===== src/rtl/smix_pkg.sv =====
package smix_pkg;

  // Default sizes
  localparam int VOICES_DEF    = 8;
  localparam int SLOTS_DEF     = 6;
  localparam int MEM_DEPTH_DEF = 262144;

  // Field widths
  localparam int CMD_W  = 3;
  localparam int SLOT_W = 3;
  localparam int ADDR_W = 18;
  localparam int LEN_W  = 19;
  localparam int SMP_W  = 16;
  localparam int ACT_W  = 4;
  localparam int DROP_W = 32;

  // Mixing arithmetic: Q1.15 sample times Q16 gain, sum in units of 2^-31
  localparam int GAIN_W = 17;
  localparam int PROD_W = SMP_W + GAIN_W;
  localparam int ACC_W  = 40;
  localparam logic signed [GAIN_W-1:0] GAIN_Q16 = 17'sd42598;

  // Command codes
  localparam logic [CMD_W-1:0] CMD_LOAD   = 3'd0;
  localparam logic [CMD_W-1:0] CMD_DEFINE = 3'd1;
  localparam logic [CMD_W-1:0] CMD_TRIG   = 3'd2;
  localparam logic [CMD_W-1:0] CMD_TICK   = 3'd3;
  localparam logic [CMD_W-1:0] CMD_CLEAR  = 3'd4;

endpackage


===== src/rtl/smix_voice_mem.sv =====
module smix_voice_mem #(
  parameter int VOICES = smix_pkg::VOICES_DEF,
  parameter int AW     = $clog2(smix_pkg::MEM_DEPTH_DEF),
  parameter int VIW    = (VOICES > 1) ? $clog2(VOICES) : 1
) (
  input  logic                       clk,
  input  logic                       wr_en,
  input  logic [VIW-1:0]             wr_idx,
  input  logic [AW-1:0]              wr_addr,
  input  logic [smix_pkg::LEN_W-1:0] wr_rem,
  input  logic [VIW-1:0]             rd_idx,
  output logic [AW-1:0]              rd_addr,
  output logic [smix_pkg::LEN_W-1:0] rd_rem
);
  import smix_pkg::*;

  // Read pointer and frames left per voice, packed in one entry
  logic [AW+LEN_W-1:0] mem [VOICES];
  logic [AW+LEN_W-1:0] rd_word;

  always_ff @(posedge clk) begin
    if (wr_en) begin
      mem[wr_idx] <= {wr_addr, wr_rem};
    end
    rd_word <= mem[rd_idx];
  end

  assign rd_addr = rd_word[AW+LEN_W-1:LEN_W];
  assign rd_rem  = rd_word[LEN_W-1:0];

endmodule


===== config.mk =====
export PLATFORM = sky130hd
export DESIGN_NAME = smix_voice_mem
export DESIGN_NICKNAME = d
export VERILOG_FILES = /design/src/rtl/smix_pkg.sv /design/src/rtl/smix_voice_mem.sv
export SDC_FILE = /design/constraint.sdc
export NUM_CORES = 1
export LEC_CHECK = 0
export ABC_AREA = 1
export BUFFER_PORTS_ARGS = -buffer_cell sky130_fd_sc_hd__buf_2
export CELL_PAD_IN_SITES_DETAIL_PLACEMENT = 0
export CELL_PAD_IN_SITES_GLOBAL_PLACEMENT = 1
export CORE_UTILIZATION = 48
export CTS_CLUSTER_SIZE = 24
export DETAILED_ROUTE_END_ITERATION = 16
export GPL_TIMING_DRIVEN = 0
export PLACE_DENSITY_LB_ADDON = 0.1
export SETUP_SLACK_MARGIN = 0.3
export SYNTH_ARGS = -nofsm -noshare
export SYNTH_HDL_FRONTEND = slang
export SYNTH_SLANG_ARGS = --single-unit

===== constraint.sdc =====
create_clock -name clk -period 3 [get_ports clk]
set_input_delay 0.45 -clock clk [delete_from_list [all_inputs] [get_ports clk]]
set_output_delay 0.45 -clock clk [all_outputs]
set_load 0.03 [all_outputs]

; ---- After elaboration in Yosys (flattened, before gate mapping)
; Memory sizes are Yosys's and may differ from the RTL's. A register that Yosys moved wholly into a read port is not among the register bits.
; Cells that the tools add are included.
[totals]
reg_bits = 0
latch_bits = 0
ramBits = 296
rom_bits = 0
output_inout_bits = 37
word_cells = 3
n_memories = 1
[classes]
addsub = 0
n_mul = 0
n_div = 0
n_lt_le_gt_ge = 0
eq_ne = 0
n_shift = 0
mux = 2
bitwise_logic = 0
n_reduce_logical = 0
[memory_table]
columns = name, words, word_bits, rd, rd_ports_with_merged_regs, write_ports, line_no
row1 = mem, 8, 37, 1, 1, 1, smix_voice_mem.sv:18  ; logic [AW+LEN_W-1:0] mem [VOICES];
[op_table]
columns = cell, count
row1 = two-way mux 1 bit, 2

; ---- Longest topological paths before layout
[logic_depth]
word_depth = 2
ltp_mapped = 9
depth_no_buf = 6

; ---- Worst setup path before layout
; No wires, ideal clock.
[synth_path]
kind = input to register
start = input wr_idx[0]
end = memory mem[0][0] (netlist name), enable pin
setup_ps = 432
t_arrival_ps = 2153
path_slack_ps = 416
stages = 3
path_cell_list = inv_1 -> nand2_1 -> nor2_1
[synth_rtl]
columns = item, line_no
row1 = "start, declared", smix_voice_mem.sv:8  ; input logic [VIW-1:0] wr_idx,
row2 = "end, declared", smix_voice_mem.sv:18
; No word-level cell before the write port.

; ---- Worst setup path in the final report
[layout_path]
start = input wr_idx[0]
end = memory mem[6][24] (netlist name), enable pin
; No word-level cell before the write port.

==> flow_summary.yaml <==
min_path:
  min_path_type: "primary input to register"
status:
  status: "complete, no violations"
placement:
  portBuffers: 80
  placedCellCount: 1801
  finalWeightedCongestion: 0.726
  dp_hpwl_um: 18500
  dpl_cell_area_um2: 14900
detailed_routing:
  ant_nets: 0
  drc: 0
  num_vias: 8524
  via_per_inst: 4.56
  drt_pre_antenna_iters: 5
  wl_per_cell_um: 16.2
  drt_iter0_markers: 504
  wl_um: 30200
clock_network:
  path_clk_slew_ns: 0.05
  post_cts_buffers: 0
  ctsHoldBuffers: 0
  clock_path_buffers: 3
  cts.sink_count: 333
  htree_levels: 2
  root_buffer: "clkbuf_16"
  cts_inserted_buffers: 36
  postCtsResizedCells: 0
  cts_tree: "done"
  worstSkewPairLatency_ns: 0.51
logic_synthesis:
  syn_inst: 1334
  synth_area_per_cell_um2: 10.3
  ys_seq_area_share_pct: 70.1
  synth_top_area_share_pct: 64.7
  ys_seq_elements: 333
  yosys-top-cells-area: "edfxtp_1, nand2_1, inv_1"
  synth_top_cell_by_area: "edfxtp_1"
  yosys.cell_types.count: 15
  yosys_warnings: 0
  synth_nets: 1379
  syn_area_um2: 13700
floorplanning:
  io_pins: 82
  dieArea_um2: 29300
  die_h_um: 171
  core-area_um2: 28000
  die_w_um: 171
  initial_core_util_pct: 49.1
  fp-row-count: 61
pwr:
  clockPowerShare_pct: 41.1
  p_leak_uw: 0.00743
  p_int_uw: 8020
  power.total_uw: 10300
  p_sw_uw: 2280
  p_sw_share_pct: 22.1
  power_density_nw_per_um2: 643
  seq_power_share_pct: 51.2
  vdd_drop_max_mv: 0.444
  p_comb_share_pct: 7.7
timing:
  rsz0062_at_grt: "false"
  drv_slew: 0
  hold_viol_final: 0
  fin_crit_sh_pct: 54.2
  slew_headroom_pct: 37.8
  clock-skew-final_ns: 0.0129
  final.min_clock_period_ns: 1.63
  setup_viol: 0
  fmax_ghz: 0.615
  setup_tns_ns: 0
  whs_ns: 0.206
  worst_slew_pin_slew_ns: 0.930
grt:
  track_usage_pct: 21.7
  grt_pass1_vias: 8225
  grt_max_degree: 26
  antenna_found_initial: 3
  grt-ovfl-total: 0
  grt_pass1_wl_um: 46300
critical_path:
  critPathMaxFanout: 22
  timing.critical_path.cells: "buf_2 -> inv_1 -> nand2_1 -> nor2_4 -> buf_16"
  max_stage_delay_ns: 0.76
  critPathKind: "primary input to register"
  start_kind: "primary input"
  rrSetupSlack_ns: 2.10
  cp.required_ns: 3.20
  arrival_ns: 1.83
  cpMaxStageDelayCell: "nor2_4"
  critPathCaptureType: "register"
final_layout:
  area_growth_pct: 16.7
  fillers: 2403
  nets: 1506
  stdcell_area_um2: 16000
  drive_gt1_share_pct: 13.2
  instances_no_fill: 1868
run:
  cap_viol_max_count: 0
==> cells in the mapped netlist, drive strengths merged <==
| cell | instances |
|---|---|
| dfxtp | 37 |
| nand3 | 148 |
| clkbuf | 5 |
| nor2 | 8 |
| edfxtp | 296 |
| inv | 302 |
| nand2 | 487 |
| buf | 51 |
==> logic make-up (layout without fill, tap and decap cells) <==
kind of cell	Yosys count	after routing	synth area share, %
AND/OR/NAND/NOR	643	643	18.9
flip-flops	333	333	70.1
other	0	3	0
buffers and inverters	358	511	11.0
==> flip-flops by register name, summed over array words and instances (netlist names) <==
| register | count |
|---|---|
| mem | 296 |
| rd_word | 37 |
==> power by group through the flow <==
stage               Combinational, uW  Sequential, uW  Clock [uW]
floorplan                         378            5480           0
global placement                  772            5380           0
detailed placement                802            5370           0
CTS                               805            5280        4310
global route                      887            5290        4470
finish                            795            5280        4230
==> path summary, 6_finish.rpt <==
path              startpoint     endpoint  depth (start not counted)
setup / recovery   wr_idx[0]   mem[6][24]                          5
hold / removal     wr_rem[2]    mem[2][2]                          1
setup reg to reg  mem[7][15]  rd_word[15]                          6
hold reg to reg   mem[3][18]  rd_word[18]                          6
==> critical path: cells and delay by family <==
family                 cells  cell delay [ns]
AND/OR/NAND/NOR            2             0.96
buffers and inverters      3             0.38
==> cell type report <==
type	instances	area (um^2)	share of cell area, %
clock inverters	13	110	0.687
clock buffers	51	1030	6.42
inverters	302	1140	7.09
well taps	378	473	2.95
diodes	3	7.51	0.0468
plain buffers	56	378	2.36
repair buffers	89	611	3.81
flip-flops and latches	333	9630	60.1
multi-input cells	643	2660	16.6
==> cell usage in the layout, fill, tap and decap left out <==
cell	Yosys	layout
clkinv_1	0	4
buf_1	4	4
edfxtp_1	296	296
nand3_1	148	148
buf_2	28	108
clkbuf_8	0	5
inv_1	300	300
buf_8	1	1
buf_6	11	11
nor2_4	0	8
nand2_1	487	487
bufinv_16	0	2
dfxtp_1	37	37
clkbuf_1	5	14
buf_4	6	6
diode_2	0	3
buf_16	0	4
inv_2	1	1
inv_4	1	1
buf_12	1	6
clkbuf_16	0	37
clkinv_2	0	7
==> layer usage <==
metal	GRT usage (%)	part of all wire (%)	routed length, um
met5	0	0	0
met1	28.7	45	13600
met4	6.87	2.3	697
met3	3.43	4.7	1410
met2	36.8	48	14600
==> metrics by stage <==
stage               utilization (%)  setup WS (ns)
global route                   57.2           1.27
CTS                            57.2           1.36
global placement               52.2          -1.40
detailed placement             53.1          0.829
finish                         57.2           1.37
floorplan                         -          0.416
No activity file was read; power rests on OpenSTA's default activity.
