### config.mk
export PLATFORM = sky130hd
export DESIGN_NAME = smix_addr_mod
export DESIGN_NICKNAME = d
export VERILOG_FILES = /design/src/rtl/smix_pkg.sv /design/src/rtl/smix_addr_mod.sv
export SDC_FILE = /design/constraint.sdc
export NUM_CORES = 1
export LEC_CHECK = 0
export BUFFER_PORTS_ARGS = -buffer_cell sky130_fd_sc_hd__buf_2
export CORE_MARGIN = 10
export CORE_UTILIZATION = 57
export DETAILED_ROUTE_END_ITERATION = 8
export GPL_TIMING_DRIVEN = 0
export PLACE_DENSITY = 0.8
export SETUP_SLACK_MARGIN = 0.05
export SLEW_MARGIN = 25
export SYNTH_ARGS = -nofsm -noshare
export SYNTH_HDL_FRONTEND = slang
export SYNTH_SLANG_ARGS = --single-unit
export TNS_END_PERCENT = 20
### constraint.sdc
create_clock -name clk -period 3.58 [get_ports clk]
set_clock_uncertainty 0.05 [all_clocks]
set_input_delay 0.358 -clock clk [delete_from_list [all_inputs] [get_ports clk]]
set_output_delay 0.358 -clock clk [all_outputs]
set_load 0.01 [all_outputs]
### src/rtl/smix_pkg.sv
package smix_pkg;

  // Default sizes
  localparam int VOICES_DEF    = 8;
  localparam int SLOTS_DEF     = 6;
  localparam int MEM_DEPTH_DEF = 262144;

  // Field widths
  localparam int CMD_W  = 3;
  localparam int SLOT_W = 3;
  localparam int ADDR_W = 18;
  localparam int LEN_W  = 19;
  localparam int SMP_W  = 16;
  localparam int ACT_W  = 4;
  localparam int DROP_W = 32;

  // Mixing arithmetic: Q1.15 sample times Q16 gain, sum in units of 2^-31
  localparam int GAIN_W = 17;
  localparam int PROD_W = SMP_W + GAIN_W;
  localparam int ACC_W  = 40;
  localparam logic signed [GAIN_W-1:0] GAIN_Q16 = 17'sd42598;

  // Command codes
  localparam logic [CMD_W-1:0] CMD_LOAD   = 3'd0;
  localparam logic [CMD_W-1:0] CMD_DEFINE = 3'd1;
  localparam logic [CMD_W-1:0] CMD_TRIG   = 3'd2;
  localparam logic [CMD_W-1:0] CMD_TICK   = 3'd3;
  localparam logic [CMD_W-1:0] CMD_CLEAR  = 3'd4;

endpackage

### src/rtl/smix_addr_mod.sv
module smix_addr_mod #(
  parameter int MEM_DEPTH = smix_pkg::MEM_DEPTH_DEF,
  parameter int AW        = $clog2(MEM_DEPTH)
) (
  input  logic                       clk,
  input  logic                       rst,
  input  logic                       start,
  input  logic [smix_pkg::ADDR_W-1:0] addr_in,
  output logic                       done,
  output logic [AW-1:0]              result
);
  import smix_pkg::*;

  // Quotient bits of the largest input address over the depth
  localparam int QB    = $clog2(((2 ** ADDR_W) - 1) / MEM_DEPTH + 1);
  localparam int STEPS = (QB < 1) ? 1 : QB;
  localparam int CMPW  = ((AW > ADDR_W) ? AW : ADDR_W) + STEPS;
  localparam int KW    = $clog2(STEPS + 1);

  logic              running;
  logic [KW-1:0]     kcnt;
  logic [ADDR_W-1:0] rem;
  logic [CMPW-1:0]   msh;
  logic              fits;

  assign fits   = CMPW'(rem) >= msh;
  assign result = AW'(rem);

  // Restoring reduction: one shifted copy of the depth tried per cycle
  always_ff @(posedge clk) begin
    if (rst) begin
      running <= 1'b0;
      done    <= 1'b0;
    end else begin
      done <= 1'b0;
      if (start) begin
        running <= 1'b1;
        rem     <= addr_in;
        msh     <= CMPW'(MEM_DEPTH) << (STEPS - 1);
        kcnt    <= KW'(STEPS);
      end else if (running) begin
        if (fits) begin
          rem <= rem - ADDR_W'(msh);
        end
        msh  <= msh >> 1;
        kcnt <= kcnt - KW'(1);
        if (kcnt == KW'(1)) begin
          running <= 1'b0;
          done    <= 1'b1;
        end
      end
    end
  end

endmodule

# Word-level counts from Yosys, hierarchy flattened
# Index checks and enable logic that the tools add are counted.
[word_totals]
reg_bits = 40
latch_bits = 0
mem_bits_rw = 0
mem_bits_ro = 0
n_memories = 0
[classes]
n_addsub = 2
n_mul = 0
n_div = 0
magnitude_cmp = 1
n_eq_ne = 0
n_shift = 0
muxes = 9
bitwise = 2
reduce_logical = 5
[op_table]
columns = ["op", "n"]
rows = [
  ["18-bit two-way mux", 3],
  ["18-bit by 19-bit greater-or-equal comparator with 1-bit output", 1],
  ["19-bit two-way mux", 1],
  ["18-bit subtractor", 1],
  ["1-bit two-way mux", 5],
  ["2-bit nonzero test", 2],
  ["3-bit AND reduction", 1],
  ["3-bit OR reduction", 1],
  ["1-bit inverter", 2],
  ["2-bit AND reduction", 1],
  ["1-bit subtractor (second input constant)", 1],
]

# Depth between registers and ports, before layout
# Gate-level depths: netlist of run 1.
[logic_depth]
depth_word = 4
depth_mapped = 9
depth_no_buf = 9

# Worst setup path before layout of run 1
# OpenSTA, ideal clock, no wires.
[synth_path]
path_type = "reg-to-reg"
start = "reg rem[4], in the netlist result[4]"
end = "reg rem[0], in the netlist result[0], enable pin"
setup_time_ns = 0.400
t_arrival_ns = 2.562
slack_ns = 0.569
path_stages_with_launch = 8
synth_period_minus_slack_ns = 3.011
path_cell_list = "edfxtp_1 > ha_1 > nand3_1 > o21bai_1 > a211o_1 > nand3b_1 > a21oi_1 > o22ai_1"
[synth_via]
elab_chain_len = 3
[synth_rtl]
columns = ["element", "line", "rtl"]
rows = [
  ["start, declared", "smix_addr_mod.sv:22", "logic [ADDR_W-1:0] rem;"],
  ["start signal, assigned", "smix_addr_mod.sv:38", "rem <= addr_in;"],
  ["start signal, assigned", "smix_addr_mod.sv:43", "rem <= rem - ADDR_W'(msh);"],
  ["18-bit by 19-bit greater-or-equal comparator with 1-bit output", "smix_addr_mod.sv:26", "assign fits = CMPW'(rem) >= msh;"],
  ["2-bit nonzero test (no source line)", "--", ""],
  ["3-bit AND reduction (no source line)", "--", ""],
]
# Every way passes these cells.
# A chain may end at the register's enable or synchronous reset.

# Worst setup path after layout of run 1
[layout_path]
start = "reg rem[4], in the netlist result[4]"
end = "reg rem[4], in the netlist result[4], enable pin"
# The elaborated chain is that of the path after synthesis.

==> out/qor.txt, run 1 <==
CTS root buf = clkbuf_8
r2r setup slk = 0.75 ns
first-pass GRT wire length = 10.2 mm
VDD IR max = 0.328 mV
Post-synth top flop = edfxtp_1
Peak Freq = 0.353 GHz
max cap viols = 0
met1 Use GR = 20.2%
mean routed wirelength per cell = 17.0 µm
status = finished clean
grt met3 use = 4.60%
CTS Buf Count = 5
post-CTS resize count = 0
commonest non-fill, non-tap cell in the layout = buf_2
source of the worst register-to-register timing path = result[4]
Tcrit/Tclk final = 79.1%
fin worst setup slack = 0.750 ns
# placed instances = 345
die height = 86.4 µm
H-tree Lvls = 2
Least-Margin Pin Slew = 0.628 ns
Non-Filler Instances = 353
sequential-to-total area share from yosys stat = 47.0%
crit path kind = register to register
Synth Area in Simple Gates = 16.6%
Nets = 340
RSZ-0062 raised after global routing = no
Post-Synth XOR/XNOR Area = 3.48%
Clock Latency Late Sink = 0.29 ns
Clock Sinks = 40
Syn Inst Count = 253
Die Wd = 86.4 µm
met2 GRT Util = 28.5%
synthesized area = 2510 µm²
clk slew on worst S/H paths = 0.07 ns
Worst Setup SP = result[4]
GRT Total Usage = 16.8%
Leakage = 1.28 nW
CP required = 3.53 ns
# diodes = 0
total congestion overflow = 0
Cell variety after synth = 45
Post-synth EDFFs = 38
Mapped Nets = 293
RD Place Congestion = 0.878
Compound-Gate Fraction of Synth Area = 17.3%
DRC errors left = 0
RR Endpoint = result[4]
fraction of registers with async set/reset = 0%
Power Density = 422 nW/µm²
final hold vios = 0
vias in the first global route = 2,183
DP HPWL = 4.49 mm
largest net degree at the start of global routing = 22
Final Critical Period = 2.83 ns
vias = 2,025
Final Max Slew Viols = 0
share of cells above drive strength 1 = 17.6%
antenna-violating nets left = 0
initial core utilization = 58.2%
initial antenna violation count = 0
Yosys warning total = 0
#FFs+latches synth = 40
worst min-delay path category = primary input to register
Most Used Layer, Global Route = met2
mux contribution to synthesized area = 0.846%
Crit. End Element = register
row count = 24
1st-pass router iterations = 4
Ports = 40
most frequent cells in the layout = buf_2, edfxtp_1, nor2_1
largest fanout on the critical path = 11
post-CTS setup buffers = 0
clock buffer depth = 2
reg2reg path depth = 8
Die ar. = 7470 µm²
Core Area = 4320 µm²
PortBufs = 39
Avg Inst Size Synth = 9.94 µm²
Setup Slack @ Placement = 0.778 ns
worst path arrival time = 2.78 ns
main combinational cell family by area after synthesis = compound AO/OA/AOI/OAI gates
Finish-stage setup viols = 0
total wire length = 6.01 mm
P&R area growth vs syn = 15.3%
DR vias/cell = 5.74
Synth Area in Adders = 9.75%
Critical Path Sink = result[4]
Critical Path Source Type = register
CTS tree = yes
CTS Hold Bufs = 0
slew margin rel. = 58.0%
number of DRC markers in iteration 0 = 158
==> metal layers <==
layer / share of wire, % / vias to the layer above
met2: 49 / 63
met5: 0 / -
met3: 6.3 / 9
met1: 43 / 947
met4: 1.6 / 0
li1: - / 1006
==> how the worst min path moves through the flow <==
stage | start | to | slack (ns) | cells past startpoint
floorplan | rst | done | 0.38 | 1
global placement | running | done | 0.44 | 1
detailed placement | running | done | 0.46 | 1
CTS | start | msh[18] | 0.24 | 1
global route | start | msh[18] | 0.24 | 1
finish | start | msh[18] | 0.24 | 1
==> through the flow <==
stage | util (%) | hold slack, ns | power, W | instance area [µm²] | setup TNS, ns
2_1_floorplan | - | 0.384 | 0.000806 | 2510 | 0
3_3_place_gp | 64.2 | 0.441 | 0.000883 | 2780 | -1.82
3_5_place_dp | 64.8 | 0.456 | 0.000895 | 2800 | 0
4_1_cts | 67.1 | 0.236 | 0.00123 | 2900 | 0
5_1_grt | 67.1 | 0.245 | 0.00129 | 2900 | 0
6_report | 67.1 | 0.243 | 0.00122 | 2900 | 0
==> worst max-delay path, stage by stage, from the launching register on <==
cell and delay, ns:
edfxtp_1 0.40, ha_1 0.39, nand3_1 0.14, o21bai_1 0.24
a211o_1 0.34, nand3b_1 0.19, a21oi_1 0.12, o22ai_2 0.43
buf_6 0.25
==> sequential cells by signal, indices dropped and copies added, names as in the netlist <==
signal / cells
done: 1
kcnt: 1
msh: 19
result: 18
running: 1
==> power breakdown <==
part           internal [W]  leakage [nW]  total, W  switching [W]
Combinational      0.000130         0.851  0.000322       0.000192
Sequential         0.000554         0.381  0.000568      0.0000138
Clock              0.000176        0.0515  0.000334       0.000158
Total              0.000861          1.28   0.00122       0.000363
==> layout make-up <==
cell class	count	area (µm²)
Multi-Input combinational cell	181	1220
Inverter	22	82.6
Buffer	10	45.0
Sequential cell	40	1180
Timing Repair Buffer	40	206
Tap cell	52	65.1
Fill cell	379	1420
Clock buffer	8	100
==> synth_stat cells (2+ instances only) <==
cell type / n / share of area (%)
a211o_1: 2 / 0.70
a21o_1: 12 / 3.6
a21oi_1: 9 / 1.8
a311oi_1: 3 / 1.0
a31oi_1: 4 / 0.99
and2_1: 2 / 0.50
and3_1: 6 / 1.5
buf_1: 2 / 0.30
clkbuf_1: 7 / 1.0
dfxtp_1: 2 / 1.6
edfxtp_1: 38 / 45
ha_1: 18 / 9.0
inv_1: 22 / 3.3
nand2_1: 23 / 3.4
nand2b_1: 3 / 0.75
nand3_1: 10 / 2.0
nand3b_1: 2 / 0.60
nor2_1: 27 / 4.0
nor2b_1: 6 / 1.5
nor3_1: 2 / 0.40
nor4_1: 2 / 0.50
o21a_1: 3 / 0.90
o21ai_0: 8 / 1.6
o21ai_1: 9 / 1.8
o31ai_1: 3 / 0.90
xnor2_1: 4 / 1.4
xor2_1: 6 / 2.1
==> cell families (layout without fill, tap and decap cells) <==
family                     Yosys count  after routing
buffers and inverters               32             80
muxes                                2              2
and+or+nand+nor                     87             87
DFF                                 40             40
xor gates and xnor gates            10             10
adders and majority gates           19             19
AOI/OAI and AO/OA                   63             63
(Power assumes the default switching activity.)
==> run 2: changes to the inputs <==
==> constraint.sdc (replaced) <==
create_clock -name clk -period 2.95 [get_ports clk]
set_clock_uncertainty 0.05 [all_clocks]
set_input_delay 0.295 -clock clk [delete_from_list [all_inputs] [get_ports clk]]
set_output_delay 0.295 -clock clk [all_outputs]
set_load 0.01 [all_outputs]
==> run 2 against run 1 <==
Wire length decreased by 3.9%. Worst setup slack got worse by 0.39 ns. Critical path type unchanged. Register-to-register slack got worse by 0.39 ns. Critical endpoint is now result[16]. Largest power group unchanged. Sequential cell count unchanged. Non-clock buffer count unchanged. Sequential share of layout area about the same. Power increased by 18%. Final cell count unchanged. Fmax increased by 9.1%.
==> out/qor.txt, run 2 (same netlist as run 1, synthesis figures left out) <==
status = finished clean
RSZ-0062 raised after global routing = no
met1 wire length = 2.64 mm (+1.3%)
Core Area = 4320 µm² (unchanged)
Least-Margin Pin Slew = 0.626 ns (-0.00161 ns)
P&R area growth vs syn = 15.3% (about the same)
Ports = 40 (unchanged)
initial core utilization = 58.2% (unchanged)
clock buffer depth = 2 (unchanged)
GRT Total Usage = 15.6% (-1.2 points)
Critical Path Source Type = register
final hold vios = 0 (unchanged)
1st-pass router iterations = 4 (unchanged)
Clock Sinks = 40 (unchanged)
Crit-path slowest cell = edfxtp_1
share of cells above drive strength 1 = 17.6% (unchanged)
critical-path cell list = ha_1 > a21o_1 > a31oi_1 > a211o_1 > nand3b_1 > a21oi_1 > o22ai_4 > buf_12
PortBufs = 39 (unchanged)
RD Place Congestion = 0.895 (+2.0%)
worst path arrival time = 2.60 ns (-0.18 ns)
clk slew on worst S/H paths = 0.08 ns (about the same)
first-pass GRT wire length = 9.43 mm (-7.6%)
max cap viols = 0 (unchanged)
total congestion overflow = 0 (unchanged)
Die ar. = 7470 µm² (unchanged)
crit path kind = register to register
reg2reg path depth = 8 (unchanged)
CTS Hold Bufs = 0 (unchanged)
mean routed wirelength per cell = 16.3 µm (-3.9%)
CTS root buf = clkbuf_8
Finished Cell Area = 2900 µm² (about the same)
initial antenna violation count = 0 (unchanged)
# placed instances = 344 (-0.29%)
Fill cells = 346 (-8.7%)
vias = 2,019 (-0.30%)
Leakage = 1.28 nW (-0.19%)
H-tree Lvls = 2 (unchanged)
DR WL met3 = 336 µm (-12%)
slew margin rel. = 58.1% (+0.11 points)
commonest non-fill, non-tap cell in the layout = buf_2
Finish-stage setup viols = 0 (unchanged)
largest fanout on the critical path = 18 (+7)
Nets = 340 (unchanged)
die height = 86.4 µm (unchanged)
most frequent cells in the layout = buf_2, edfxtp_1, nor2_1
Non-Filler Instances = 353 (unchanged)
DRC errors left = 0 (unchanged)
Power Density = 496 nW/µm² (+18%)
DP HPWL = 4.32 mm (-3.7%)
total wire length = 5.77 mm (-3.9%)
CP required = 2.96 ns (-0.57 ns)
vias in the first global route = 2,008 (-8.0%)
setup TNS = 0 ns (unchanged)
Final Max Slew Viols = 0 (unchanged)
Largest register FFs = 19 (unchanged)
Crit. End Element = register
placed standard-cell area = 2790 µm² (-0.40%)
Clock Latency Late Sink = 0.30 ns (about the same)
Tot Pwr = 0.00144 W (+18%)
post-route core utilization = 67.0% (about the same)
Reg with most FFs = msh
Final Critical Period = 2.59 ns (-0.236 ns)
CTS Buf Count = 5 (unchanged)
CTS tree = yes
VDD IR max = 0.344 mV (+4.9%)
delay of the slowest critical-path stage = 0.39 ns (-0.04 ns)
DR vias/cell = 5.72 (-0.30%)
hold depth = 1 (unchanged)
worst min-delay path category = primary input to register
WL met2 = 2.72 mm (-7.1%)
row count = 24 (unchanged)
Peak Freq = 0.386 GHz (+9.1%)
Die Wd = 86.4 µm (unchanged)
# diodes = 0 (unchanged)
DR top layer = met4
antenna-violating nets left = 0 (unchanged)
largest net degree at the start of global routing = 22 (unchanged)
Tcrit/Tclk final = 87.9% (+8.9 points)
number of DRC markers in iteration 0 = 137 (-13%)
[run 2: cell types whose count changed in the layout (fill, tap and decap cells not counted)]
cell | before | now
buf_12 | 0 | 1
buf_6 | 2 | 1
clkbuf_1 | 8 | 7
clkbuf_8 | 7 | 5
clkinv_1 | 0 | 1
clkinv_2 | 0 | 2
o22ai_2 | 1 | 0
o22ai_4 | 0 | 1
[run 2: what timing repair did]
item                                    in CTS  in global routing
gates cloned                                 0                  0
resized for setup                            1                  0
setup buffers                                0                  1
endpoints found under the setup margin      18                 18
pin swaps                                    0                  1
[run 2: worst paths after layout]
path | startpoint | to | slack (ns)
max | result[4] | result[16] | 0.36
min | start | msh[18] | 0.19
max reg2reg | result[4] | result[16] | 0.36
min reg2reg | running | done | 0.47
[run 2: cell type report]
type | instances | area (µm²) | area share [%]
Clock inverter | 3 | 13.8 | 0.475
Inverter | 22 | 82.6 | 2.85
Multi-Input combinational cell | 181 | 1230 | 42.3
Buffer | 10 | 45.0 | 1.55
Timing Repair Buffer | 40 | 215 | 7.42
Tap cell | 52 | 65.1 | 2.24
Sequential cell | 40 | 1180 | 40.7
Clock buffer | 5 | 68.8 | 2.37
[run 2: critical path: cells and delay by family, from the launching register on]
family	cells	cell delay, ns
and+or+nand+nor	1	0.18
DFF	1	0.39
adders and majority gates	1	0.38
AOI/OAI and AO/OA	5	1.16
buffers and inverters	1	0.17
[run 2: power by group]
group | internal, W | leakage (nW) | switching [W]
registers | 0.000672 | 0.381 | 0.0000155
clock network | 0.000161 | 0.0453 | 0.000197
logic | 0.000161 | 0.855 | 0.000231
total | 0.000994 | 1.28 | 0.000444
[run 2: metal layers]
metal,up-vias,global-route usage [%]
li1,1011,-
met1,952,19.5
met2,47,25.0
met3,9,5.07
met4,0,4.57
met5,-,0
[run 2: per-stage QoR]
stage          hold slack (ns)  setup WS (ns)
3_3_place_gp             0.443        -0.0613
3_5_place_dp             0.461         -0.120
6_report                 0.185          0.356
2_1_floorplan            0.321          0.363
4_1_cts                  0.173         0.0991
5_1_grt                  0.185          0.204
